**src/design/euler_to_rotation_matrix_defines.svh**
```systemverilog
// ---------------------------------------------------------------------------
// euler_to_rotation_matrix assertion macros
// Concurrent check wrappers, compiled out when NO_ASSERTIONS is defined.
// ---------------------------------------------------------------------------
`ifndef EULER_TO_ROTATION_MATRIX_DEFINES_SVH
`define EULER_TO_ROTATION_MATRIX_DEFINES_SVH

`ifndef NO_ASSERTIONS
// prop must hold at every clock edge outside reset
`define E2R_ASSERT(lbl, prop) \
    lbl: assert property (@(posedge i_clk) disable iff (!i_rst_n) prop) \
        else $error("e2r check failed");
// cond must never be true outside reset
`define E2R_NEVER(lbl, cond) \
    lbl: assert property (@(posedge i_clk) disable iff (!i_rst_n) !(cond)) \
        else $error("e2r forbidden condition");
`else
`define E2R_ASSERT(lbl, prop)
`define E2R_NEVER(lbl, cond)
`endif

`endif

```
**src/design/e2r_pkg.sv**
```systemverilog
// ---------------------------------------------------------------------------
// e2r_pkg
// Types and constants shared by the Euler-to-rotation-matrix pipeline.
// ---------------------------------------------------------------------------
`default_nettype none

package e2r_pkg;

    localparam int ANGLE_BITS     = 16;
    localparam int COEF_FRAC_BITS = 14;
    localparam int COEF_W         = COEF_FRAC_BITS + 2;
    localparam int CORDIC_STEPS   = 24;
    localparam int TURN_W         = 32;     // internal angle: 2^32 = one turn
    localparam int Q              = 30;     // sin/cos fraction bits
    localparam int PROD_W         = 64;

    localparam logic signed [TURN_W-1:0] CORDIC_GAIN = 32'sh26DD3B6A;

    // quadrant codes
    localparam logic [1:0] QUAD_0 = 2'd0;
    localparam logic [1:0] QUAD_1 = 2'd1;
    localparam logic [1:0] QUAD_2 = 2'd2;
    localparam logic [1:0] QUAD_3 = 2'd3;

    typedef struct packed {
        logic signed [ANGLE_BITS-1:0] bank_angle;
        logic signed [ANGLE_BITS-1:0] attitude_angle;
        logic signed [ANGLE_BITS-1:0] heading_angle;
    } t_angles;

    typedef struct packed {
        logic signed [COEF_W-1:0] r00;
        logic signed [COEF_W-1:0] r01;
        logic signed [COEF_W-1:0] r02;
        logic signed [COEF_W-1:0] r10;
        logic signed [COEF_W-1:0] r11;
        logic signed [COEF_W-1:0] r12;
        logic signed [COEF_W-1:0] r20;
        logic signed [COEF_W-1:0] r21;
        logic signed [COEF_W-1:0] r22;
    } t_matrix;

    // one rotation lane of a cell
    typedef struct packed {
        logic signed [TURN_W-1:0] x;
        logic signed [TURN_W-1:0] y;
        logic signed [TURN_W-1:0] z;
        logic [1:0]               quad;
    } t_lane;

    // lane 0 bank, lane 1 attitude, lane 2 heading
    typedef struct packed {
        logic            vld;
        t_lane [2:0]     lane;
    } t_cordic_beat;

    // arctan(2^-i) in units of 2^-32 turn
    function automatic logic signed [TURN_W-1:0] atan_turn(input int step);
        logic signed [TURN_W-1:0] v;
        case (step)
            0:  v = 32'sd536870912;
            1:  v = 32'sd316933406;
            2:  v = 32'sd167458907;
            3:  v = 32'sd85004756;
            4:  v = 32'sd42667331;
            5:  v = 32'sd21354465;
            6:  v = 32'sd10679838;
            7:  v = 32'sd5340245;
            8:  v = 32'sd2670163;
            9:  v = 32'sd1335087;
            10: v = 32'sd667544;
            11: v = 32'sd333772;
            12: v = 32'sd166886;
            13: v = 32'sd83443;
            14: v = 32'sd41722;
            15: v = 32'sd20861;
            16: v = 32'sd10430;
            17: v = 32'sd5215;
            18: v = 32'sd2608;
            19: v = 32'sd1304;
            20: v = 32'sd652;
            21: v = 32'sd326;
            22: v = 32'sd163;
            23: v = 32'sd81;
            default: v = '0;
        endcase
        return v;
    endfunction

endpackage

`default_nettype wire

```
**src/design/e2r_cell.sv**
```systemverilog
// ---------------------------------------------------------------------------
// e2r_cell
// One CORDIC rotation step for all three angles, registered.
// ---------------------------------------------------------------------------
`default_nettype none

module e2r_cell #(
    parameter int STEP = 0
) (
    input  wire                     i_clk,
    input  wire                     i_rst_n,
    input  e2r_pkg::t_cordic_beat   i_beat,
    output e2r_pkg::t_cordic_beat   o_beat
);
    import e2r_pkg::*;

    localparam logic signed [TURN_W-1:0] ATAN = atan_turn(STEP);

    t_cordic_beat r_beat, n_beat;

    always_comb begin
        logic signed [TURN_W-1:0] dx, dy;
        n_beat = i_beat;
        for (int k = 0; k < 3; k++) begin
            dx = i_beat.lane[k].y >>> STEP;
            dy = i_beat.lane[k].x >>> STEP;
            if (!i_beat.lane[k].z[TURN_W-1]) begin
                n_beat.lane[k].x = i_beat.lane[k].x - dx;
                n_beat.lane[k].y = i_beat.lane[k].y + dy;
                n_beat.lane[k].z = i_beat.lane[k].z - ATAN;
            end else begin
                n_beat.lane[k].x = i_beat.lane[k].x + dx;
                n_beat.lane[k].y = i_beat.lane[k].y - dy;
                n_beat.lane[k].z = i_beat.lane[k].z + ATAN;
            end
        end
    end

    always_ff @(posedge i_clk) begin
        r_beat.lane <= n_beat.lane;
        if (!i_rst_n) begin
            r_beat.vld <= 1'b0;
        end else begin
            r_beat.vld <= n_beat.vld;
        end
    end

    assign o_beat = r_beat;

endmodule

`default_nettype wire

```
**config.mk**
```make
export PLATFORM = sky130hd
export DESIGN_NAME = e2r_cell
export DESIGN_NICKNAME = d
export VERILOG_FILES = /design/src/design/euler_to_rotation_matrix_defines.svh /design/src/design/e2r_pkg.sv /design/src/design/e2r_cell.sv
export SDC_FILE = /design/constraint.sdc
export NUM_CORES = 1
export LEC_CHECK = 0
export BUFFER_PORTS_ARGS = -buffer_cell sky130_fd_sc_hd__buf_2
export CAP_MARGIN = 5
export CORE_ASPECT_RATIO = 0.7
export CORE_MARGIN = 2
export CORE_UTILIZATION = 35
export DETAILED_ROUTE_END_ITERATION = 6
export PLACE_DENSITY = 0.54
export SLEW_MARGIN = 40
export SYNTH_ARGS = -nofsm -noshare
export SYNTH_HDL_FRONTEND = slang
export SYNTH_SLANG_ARGS = --single-unit
```
**constraint.sdc**
```tcl
create_clock -name i_clk -period 5 [get_ports i_clk]
set_input_delay 0.75 -clock i_clk [delete_from_list [all_inputs] [get_ports i_clk]]
set_output_delay 0.75 -clock i_clk [all_outputs]
set_load 0.05 [all_outputs]
```
Word-level counts from Yosys, hierarchy flattened
Cells that the tools add are included.
{"block": "classes", "addsub": 15, "muxes": 3}
{"cell": "96-bit two-way mux", "count": 3}
{"cell": "32-bit subtractor", "count": 6}
{"cell": "32-bit by 31-bit adder with 32-bit output (second input constant)", "count": 3}
{"cell": "32-bit adder", "count": 3}
{"cell": "32-bit by 31-bit subtractor with 32-bit output (second input constant)", "count": 3}
{"block": "word_totals", "register_bits": 295, "in_bits": 297, "output_inout_bits": 295, "elab_cells": 31}

Depth between registers and ports, before layout
{"block": "depth", "ltp_word": 2, "ltp_mapped": 12, "ltp_nobuf": 12}

Worst setup path after synthesis
OpenSTA, ideal clock, no wires.
{"block": "synth_timing", "kind": "in2reg", "start": "in i_beat[34] in the netlist's numbering", "end": "reg r_beat (netlist bit o_beat[62])", "setup_ns": 0.128, "arrival_ns": 3.010, "required_time_ns": 4.872, "path_slack_ns": 1.862, "stages": 11, "path_buffers": 0, "path_cell_list": "ha_1 fa_1 nor2b_1 o211ai_1 a2111oi_0 o21ai_1 nand4_1 a311o_1 a211o_1 o21a_1 xnor2_1"}
{"item": "start: declaration", "line": "e2r_cell.sv:12", "source": "input e2r_pkg::t_cordic_beat i_beat,"}
{"item": "end: declaration", "line": "e2r_cell.sv:19", "source": "t_cordic_beat r_beat, n_beat;"}

==> results.md <==
* Outcome: finished, final reports clean
* Fillers at 6350
* Min-Delay Path Class: input port to flop
* Min-delay src: i_beat[221]
* Post-CTS Setup Repair Bufs at 0
* Drt wl/cell at 20.17 um
* Vias/cell at 5.394
* PD cells at 370.1 mW/mm^2
* Drc violations at 0
* Rows at 76
* FMAX at 274.3 MHz
* Post-route ant nets at 0
* Worst-path maximum fanout at 12
* Setup_tns at 0 ns
* Max clock buf depth at 3
* GRT Overall Usage at 0.2460
* Core box area at 0.06190 mm^2
* Initial DRC count at 2197
* Syn Nets at 3390
* Cells after Synth at 2799
* Final Critical Period at 3.645 ns
* Crit end category: flop
* Hold Path End: o_beat[221]
* Final hold violations at 0
* Die W at 304.1 um
* CTS tree: built
* Die Area at 0.06508 mm^2
* Gpl congestion at 0.9625
* Hold path cells at 1
* Dpl hpwl at 67900 um
* Resized cells post-CTS at 0
* Ys async rst share at 0
* Worst EP required at 5.43 ns
* Placed Instance Area at 0.02561 mm^2
* Sequential fraction of the synthesis area at 0.2650
* Final Cell Area at 0.02684 mm^2
* Post-layout util at 0.4335
* Most frequent cells in the layout: buf_2 (591), a21oi_1 (330), dfxtp_1 (292)
* Relative slew slack at 0.3810
* Number of global-route vias before repair at 20.52k
* Area of the mapped netlist at 0.02206 mm^2
* Area growth from synthesis to layout at 21.66%
* Maximum vdd ir drop at 0.0003039 V
* First-pass GRT wire length at 126300 um
* Sinks on Clock Net at 292
* Placed Cells at 4096
* Finished Layout Cells at 4167
* Reg clk slew, reported paths at 0.06 ns
* CTS root buffer: clkbuf_16
* Starting density of the core at 0.3563
* TritonRoute pass-1 iters at 6
* YS warnings at 0
* Port bufs at 591
* Post-synthesis cell type count at 82
* Total global routing overflow at 0
* PnR worst setup slack at 1.355 ns
* Largest net degree at the start of global routing at 87
* Worst-Margin Slew at 0.9165 ns
* Routed WL at 84050 um
* Setup Viol. Count Final at 0
* MaxCap Viol Count at 0
* Max-slew violations at 0
* Die Y at 214.0 um
* RSZ-0062 raised after global routing: no
* Share of cells above drive strength 1 at 0.2120
* Final #Nets at 3905
* EDFF count, synth at 0
* Period Utilization, post-route at 0.7290
* CP Class: input port to flop
* Arr. time, crit path at 4.08 ns
* # hold bufs at CTS at 0
* Vias at 22.48k
* Crit start category: input port
* Ports at 592
* Max reg flops at 292
* Avg Cell Area, Syn at 7.881 um^2
* Cts bufs inserted at 35
* H-tree Lvls at 2
* Pre-CTS setup slack at 0.9064 ns
* Number of antenna violations at the first check in global routing at 11
* Synth Register Bits at 292
* Most common cell after layout, fill and taps aside: buf_2
* Leakage power at 0.01290 uW
* Dominant synthesized flop cell: dfxtp_1
==> synthesized netlist by cell type, types with 9 or more instances <==
library cell  count  area, um^2
o221ai_1         10       87.58
nand3_1          43       215.2
inv_2            16       60.06
o21a_1           19       142.6
a21oi_1         330        1652
nor2_1          236       885.9
xor2_1           27       236.5
a211oi_1         32       240.2
and2_1           13       81.33
or3_1            13       81.33
o21ai_0         162       810.8
nand2_1         139       521.8
xnor2_1         156        1366
a221oi_1          9       78.83
inv_1           282        1059
o31ai_1          23       172.7
dfxtp_1         292        5846
or2_2            15       93.84
o21ai_1          32       160.2
a31oi_1          23       143.9
nor4_1           17       106.4
nand2b_1         25       156.4
mux2i_1          34       340.3
o211ai_1         29       217.7
fa_1             12       240.2
a2111oi_0        10       87.58
o21bai_1         68       510.5
nor2b_1          42       262.8
a21o_1           49       367.9
nand4_1          33       206.5
buf_2            35       175.2
clkbuf_1         62       232.7
o22ai_1           9       56.30
and3_1            9       56.30
a211o_1          10       87.58
ha_1            282        3528
buf_1            24       90.09
nor3_1           51       255.2
==> report_power, final <==
group | switching (uW) | leakage (uW) | internal [uW]
Combinational | 3200 | 0.00985 | 1160
Clock | 1130 | 0.000584 | 1570
Sequential | 129 | 0.00246 | 2740
Total | 4460 | 0.0129 | 5470
==> per-stage QoR <==
stage / total power (uW) / hold slack (ns)
floorplan: 5983 / 0.7777
global placement: 7246 / 0.8522
detailed placement: 7216 / 0.8536
CTS: 9984 / 0.2274
global route: 10400 / 0.2369
finish: 9933 / 0.2737
==> cell families after synthesis <==
| group | share of synthesized area |
|---|---|
| XOR/XNOR | 0.07266 |
| AND/OR/NAND/NOR | 0.1407 |
| adder cells (fa/ha/maj) | 0.1708 |
| buffers and inverters | 0.07584 |
| flip-flops | 0.2650 |
| AO/OA/AOI/OAI | 0.2590 |
| multiplexers | 0.01594 |
==> layer usage <==
metal  up-vias  global-route usage  part of all wire
li1      10753                   -                 -
met1     10476              0.3686              0.47
met2      1136              0.3361              0.40
met3       109             0.07205              0.11
met4         4             0.06567             0.021
met5         -                   0           0.00029
==> final cells by class <==
| class | instances | area [um^2] | area share |
|---|---|---|---|
| tap | 819 | 1025 | 0.03819 |
| clock buffer | 41 | 928.4 | 0.03460 |
| multi-input combinational | 2077 | 14540 | 0.5418 |
| antenna | 8 | 20.02 | 0.0007460 |
| inverter | 305 | 1146 | 0.04271 |
| clock inverter | 22 | 275.3 | 0.01026 |
| sequential | 292 | 5846 | 0.2178 |
| timing repair buffer | 603 | 3055 | 0.1139 |
==> worst max-delay path by stage <==
stage                     cells past startpoint           to  slack (ns)   startpoint
after floorplan                              11   o_beat[62]        1.86   i_beat[34]
after global placement                       12  o_beat[282]        0.89  i_beat[232]
after detailed placement                     12  o_beat[160]        0.91  i_beat[141]
after CTS                                    12  o_beat[160]        1.51  i_beat[141]
after global routing                         12  o_beat[192]        1.12  i_beat[140]
final                                        12  o_beat[282]        1.36  i_beat[232]
==> critical path, stage by stage <==
cell and delay [ns]:
buf_2 0.10, inv_1 0.04, ha_1 0.45, nor2b_1 0.21, o21ai_1 0.21, a21oi_1 0.15, o41a_1 0.39, o31ai_1 0.53
o221ai_1 0.35, a2111oi_0 0.60, a21oi_1 0.11, xnor2_1 0.17
Note: power is estimated with default switching activity, not from simulation.
